===== src/rtl/core/ilsa_pkg.sv =====
// Shared constants, command and status codes, and the cell control word
// for the indexed list shift array. No dependencies.
`default_nettype none

package ilsa_pkg;

  localparam int DEPTH_DEF      = 64;
  localparam int WORD_WIDTH_DEF = 32;

  // Fixed port widths
  localparam int CMD_W  = 3;
  localparam int POS_W  = 7;
  localparam int VAL_W  = 32;
  localparam int STAT_W = 2;
  localparam int WIDE_W = 64;

  // Position and count compares run at this width; covers DEPTH up to 1024
  localparam int CTRL_W = 11;

  localparam logic [CMD_W-1:0] CMD_INSERT  = 3'd0;
  localparam logic [CMD_W-1:0] CMD_DELETE  = 3'd1;
  localparam logic [CMD_W-1:0] CMD_GET     = 3'd2;
  localparam logic [CMD_W-1:0] CMD_SEARCH  = 3'd3;
  localparam logic [CMD_W-1:0] CMD_REVERSE = 3'd4;

  localparam logic [STAT_W-1:0] ST_OK    = 2'd0;
  localparam logic [STAT_W-1:0] ST_RANGE = 2'd1;
  localparam logic [STAT_W-1:0] ST_FULL  = 2'd2;
  localparam logic [STAT_W-1:0] ST_EMPTY = 2'd3;

  typedef logic [1:0] cell_mode_t;

  localparam cell_mode_t MODE_HOLD = 2'd0;
  localparam cell_mode_t MODE_INS  = 2'd1;
  localparam cell_mode_t MODE_DEL  = 2'd2;
  localparam cell_mode_t MODE_REV  = 2'd3;

  // Broadcast to every cell; pos doubles as the step index during reverse
  typedef struct packed {
    cell_mode_t          mode;
    logic [CTRL_W-1:0]   pos;
    logic [CTRL_W-1:0]   cnt;
  } cell_ctrl_t;

endpackage

`default_nettype wire


===== src/rtl/core/ilsa_cell.sv =====
// One list slot: holds a word, takes it from a neighbor, the write bus or
// keeps it, and flags a match against the search key. Uses ilsa_pkg.
`default_nettype none

module ilsa_cell #(
  parameter int INDEX      = 0,
  parameter int WORD_WIDTH = ilsa_pkg::WORD_WIDTH_DEF
) (
  input  wire                      clk,
  input  wire ilsa_pkg::cell_ctrl_t ctrl,
  input  wire  [WORD_WIDTH-1:0]    key,
  input  wire  [WORD_WIDTH-1:0]    wr_word,
  input  wire  [WORD_WIDTH-1:0]    lower_q,
  input  wire  [WORD_WIDTH-1:0]    upper_q,
  output logic [WORD_WIDTH-1:0]    q,
  output logic                     match
);

  import ilsa_pkg::*;

  localparam logic [CTRL_W-1:0] IDX = CTRL_W'(INDEX);

  logic [WORD_WIDTH-1:0] q_r;
  logic [WORD_WIDTH-1:0] q_nxt;

  always_comb begin
    q_nxt = q_r;
    case (ctrl.mode)
      MODE_INS: begin
        if (IDX == ctrl.pos) begin
          q_nxt = wr_word;
        end else if (IDX > ctrl.pos && IDX <= ctrl.cnt) begin
          q_nxt = lower_q;
        end
      end
      MODE_DEL: begin
        if (IDX >= ctrl.pos && (IDX + CTRL_W'(1)) < ctrl.cnt) begin
          q_nxt = upper_q;
        end
      end
      MODE_REV: begin
        // take the tail word at the step slot, push the rest of the span up
        if (IDX == ctrl.pos) begin
          q_nxt = wr_word;
        end else if (IDX > ctrl.pos && IDX < ctrl.cnt) begin
          q_nxt = lower_q;
        end
      end
      default: q_nxt = q_r;
    endcase
  end

  always_ff @(posedge clk) begin
    q_r <= q_nxt;
  end

  assign q     = q_r;
  assign match = (q_r == key) && (IDX < ctrl.cnt);

endmodule

`default_nettype wire


===== config.mk =====
export PLATFORM = sky130hd
export DESIGN_NAME = ilsa_cell
export DESIGN_NICKNAME = d
export VERILOG_FILES = /design/src/rtl/core/ilsa_pkg.sv /design/src/rtl/core/ilsa_cell.sv
export SDC_FILE = /design/constraint.sdc
export NUM_CORES = 1
export LEC_CHECK = 0
export ABC_AREA = 1
export ABC_CLOCK_PERIOD_IN_PS = 3100
export BUFFER_PORTS_ARGS = -buffer_cell sky130_fd_sc_hd__buf_2
export CORE_ASPECT_RATIO = 1.25
export CORE_MARGIN = 10
export CORE_UTILIZATION = 40
export CTS_CLUSTER_SIZE = 20
export DETAILED_ROUTE_END_ITERATION = 8
export PLACE_DENSITY_LB_ADDON = 0.15
export SKIP_CTS_REPAIR_TIMING = 1
export SYNTH_ARGS = -nofsm -noshare
export SYNTH_HDL_FRONTEND = slang
export SYNTH_SLANG_ARGS = --single-unit

===== constraint.sdc =====
create_clock -name clk -period 3.1 [get_ports clk]
set_input_delay 0 -clock clk [delete_from_list [all_inputs] [get_ports clk]]
set_output_delay 0 -clock clk [all_outputs]
set_load 0.01 [all_outputs]

# After elaboration in Yosys (flattened, before gate mapping)
# Index checks and enable logic that the tools add are counted.
totals:
  ff_bits: 32
  inputBits: 153
  output_inout_bits: 33
op_classes:
  n_lt_le_gt_ge: 5
  n_eq_ne: 7
  mux: 6
  reduce_logical: 7
op_table:
  columns: ["cell", "n"]
  rows:
  - ["$mux W32", 5]
  - ["$pmux W32 S3", 1]
  - ["$eq A32 B32 Y1", 1]
  - ["$lt A1 B11 Y1 const A", 2]
  - ["$ge A1 B11 Y1 const A", 1]
  - ["$gt A1 B11 Y1 const A", 1]
  - ["$le A1 B11 Y1 const A", 1]
  - ["$logic_not A11 Y1", 1]
  - ["$ne A3 B3 Y1 const B", 2]
  - ["$eq A2 B2 Y1 const B", 2]
  - ["$logic_and A1 B1 Y1", 4]
  - ["$reduce_and A4 Y1", 1]
  - ["$reduce_bool A3 Y1", 1]
  - ["$eq A2 B1 Y1 const B", 1]
  - ["$ne A2 B2 Y1 const B", 1]

# Depth between registers and ports, before layout
depth:
  word_depth: 5
  ltp_mapped: 9
  ltp_nobuf: 8

# Worst setup path after synthesis
# No wires, ideal clock.
synth_timing:
  path_type: "input-to-reg"
  from: "input ctrl[18] in the netlist's numbering"
  to: "register q_r[0], in the netlist q[0], enable pin"
  t_arrival_ns: 2.262
  required_ns: 2.668
  setup_slack_ns: 0.406
  path_stages: 6
  cell_sequence: "nor3_1 nor2b_1 buf_2 nand2_2 buf_6 a21oi_1"
synth_between:
  elab_chain_cells: 4
  word_cells_on_any_way: 10
  cone_classes: "2 x order compare; 3 x eq/ne; 5 x reduce/logical"
synth_lines:
  columns: ["item", "line", "text"]
  rows:
  - ["start, declared", "ilsa_cell.sv:10", "input wire ilsa_pkg::cell_ctrl_t ctrl,"]
  - ["$gt A1 B11 Y1 / $ge A1 B11 Y1 (equally long branches)", "ilsa_cell.sv:32, ilsa_cell.sv:45, ilsa_cell.sv:37", null]
  - ["$logic_and A1 B1 Y1, on equally long branches", "ilsa_cell.sv:45, ilsa_cell.sv:32, ilsa_cell.sv:37", null]
  - ["$ne A3 B3 Y1 (no line) / $ne A2 B2 Y1 (equally long branches)", null, null]
  - ["$reduce_and A4 Y1 (no line) (*)", null, null]
  - ["end signal, assigned", "ilsa_cell.sv:54", "q_r <= q_nxt;"]
  - ["end, declared", "ilsa_cell.sv:23", "logic [WORD_WIDTH-1:0] q_r;"]
# Mark *: on every way between the ends. The rest lies on a longest branch, timed or not.
# A chain may end at the register's enable or synchronous reset.

# Worst setup path in the final report
layout_timing:
  from: "register q_r[12], in the netlist q[12]"
  to: "output match"
layout_between:
  elab_chain_cells: 2
layout_lines:
  columns: ["item", "line", "text"]
  rows:
  - ["$eq A32 B32 Y1", "ilsa_cell.sv:58", "assign match = (q_r == key) && (IDX < ctrl.cnt);"]
  - ["$logic_and A1 B1 Y1", "ilsa_cell.sv:58", null]
  - ["end, declared", "ilsa_cell.sv:16", "output logic match"]
# Every way passes these cells.

==> summary.md <==
| Metric | Value |
|---|---|
| Post-synth EDFFs | `32` |
| DR WL/cell | `14.2 um` |
| Failing checks | `negative hold slack` |
| H-Tree Depth | `2` |
| Period utilization | `0.500` |
| Clk pin slew, worst setup/hold paths | `0.06 ns` |
| FILL cells | `625` |
| DR iter-0 viols | `164` |
| Layout Nets | `726` |
| Final critical-path required period | `1.55 ns` |
| Crit-path leading delay family | `simple AND/OR/NAND/NOR gates` |
| Leak Pwr | `2.14 nW` |
| Synth top area share | `0.372` |
| Hold slack | `-0.0123 ns` |
| Unrepaired setup endpoints after global routing | `false` |
| CP required | `3.10 ns` |
| Asr flop ratio synth | `0` |
| Clock Tree Buf Depth | `2` |
| Startpoint Class | `flip-flop` |
| Die height | `110 um` |
| P per Cell Area | `268 nW/um^2` |
| Slew margin rel. | `0.319` |
| Vias in the first global route | `3,009` |
| Yosys Warn Count | `0` |
| Synth area leaders | `edfxtp_1 37%, nand2_1 22%, nand3b_1 9.6%` |
| TNS Setup | `0 ns` |
| Worst path max stage delay | `0.42 ns` |
| Max Slew Vio Count | `0` |
| Post-synth top cells | `153 x nand2_1, 63 x inv_1, 34 x nor2_1` |
| Sequential-to-total area share from yosys stat | `0.372` |
| Area grow syn2layout | `44.2%` |
| Overall Global Routing Usage | `0.176` |
| I/O Pins | `186` |
| Core Util, Final | `0.596` |
| CTS tree | `built` |
| Routed WL | `9360 um` |
| Rows | `32` |
| Hpwl dp | `7610 um` |
| Post-Synthesis Cell Area | `2580 um^2` |
| Largest net degree at the start of global routing | `34` |
| TritonCTS Sinks | `32` |
| Hold Vio Cnt, Final | `14` |
| Residual DRC | `0` |
| Num CTS Buffers | `5` |
| Detail Route Antenna Nets | `0` |
| Max reg flops | `32` |
| Maximum vdd drop | `0.000181 V` |
| Vias | `2,953` |
| # setup viols final | `0` |
| First-pass GRT wire length | `14,200 um` |
| Die Span X | `91.9 um` |
| Top-count cell post-synth | `nand2_1` |
| Mapped Nets | `539` |
| DR pass1 iterations | `4` |
| Layout cell share with drive strength beyond 1 | `0.345` |
| Largest fanout on the critical path | `3` |
| CP max stage cell | `edfxtp_1` |
| RePlAce Congestion | `0.857` |
| Clock Tree Root | `clkbuf_8` |
| Distinct cells, synth | `17` |
| Cell taking the most area after synthesis | `edfxtp_1` |
| F_max | `645 MHz` |
| Vias/cell | `4.48` |
| Arrival @ worst endpoint | `1.55 ns` |
| Crit path cell chain | `nand2_1 > nand2_1 > nor2_1 > nand2_1 > nor2_1 > nand3_1 > nor2_1 > buf_2` |
| Initial antenna violation count | `0` |
| Die area | `10,100 um^2` |
| Worst slew pin tran | `1.02 ns` |
| Status | `complete, but fails checks` |
| Port bufs | `185` |
| Critical path class | `reg -> out` |
| Initial Util | `0.414` |
| Grt ovf | `0` |
| Post-synth top flop | `edfxtp_1` |
| Average cell area after synthesis | `6.69 um^2` |
| Core Region | `6250 um^2` |
| Worst Setup End Kind | `primary output` |
| Number of antenna diodes | `0` |
| Gate Count Post-Synth | `386` |
| Hold Crit Class | `in -> reg` |
| Register bit count reported by yosys | `32` |
| Max Cap Viol | `0` |
| CP Buf/Inv Count | `1` |
[layer usage]
| layer | vias to the layer above | track usage | routed length, um |
|---|---|---|---|
| li1 | 1555 | - | - |
| met1 | 1274 | 0.191 | 3690 |
| met2 | 112 | 0.323 | 4840 |
| met3 | 12 | 0.0546 | 680 |
| met4 | 0 | 0.0464 | 151 |
| met5 | - | 0 | 0 |
[kinds of logic after synthesis]
family                 after synthesis  synth area share
AO/OA/AOI/OAI                        2           0.00387
AND/OR/NAND/NOR                    257             0.443
flip-flops                          32             0.372
buffers and inverters               79             0.127
XOR/XNOR                            16            0.0542
[final timing paths]
kind | slack, ns | from | end | cells after the start
min | -0.01 | upper_q[2] | q[2] | 3
max | 1.55 | q[12] | match | 8
[power breakdown]
| part | internal [mW] | switching, mW |
|---|---|---|
| Clock | 0.156 | 0.147 |
| Sequential | 0.480 | 0.000153 |
| Combinational | 0.119 | 0.0952 |
| Total | 0.755 | 0.243 |
[worst min-delay path, stage by stage]
cell and delay (ns):
buf_2 0.07, nand2_1 0.04, nand2_1 0.05
[cell usage in the layout (no fill, tap or decap), drive strengths merged]
| master | n |
|---|---|
| buf | 189 |
| nand2 | 154 |
| inv | 63 |
| nor2 | 34 |
| nand3b | 33 |
| nand3 | 33 |
| edfxtp | 32 |
| xor2 | 16 |
| dlygate4sd3 | 7 |
| clkbuf | 7 |
| nor3 | 1 |
| nor2b | 1 |
| nor3b | 1 |
| a21oi | 1 |
| o21ai | 1 |
| clkinv | 1 |
[final cells by class]
type                            count  area (um^2)  area share
Sequential cell                    32          961       0.258
Multi-Input combinational cell    275         1320       0.353
Inverter                           63          236      0.0635
Clock buffer                        7         76.3      0.0205
Tap cell                           85          106      0.0286
Clock inverter                      1         3.75     0.00101
Timing Repair Buffer              196         1030       0.275
[through the flow]
| stage | hold WS [ns] | area (um^2) | std cells | power (mW) | setup WS (ns) |
|---|---|---|---|---|---|
| finish | -0.0123 | 3720 | 659 | 0.998 | 1.55 |
| global route | 0.00234 | 3720 | 659 | 1.05 | 1.39 |
| CTS | -0.0189 | 3650 | 652 | 0.999 | 1.53 |
| detailed placement | 0.273 | 3570 | 644 | 0.698 | 1.34 |
| global placement | 0.270 | 3570 | 644 | 0.694 | 1.37 |
| floorplan | 0.186 | 2580 | 386 | 0.583 | 0.406 |
(Power assumes the default switching activity.)
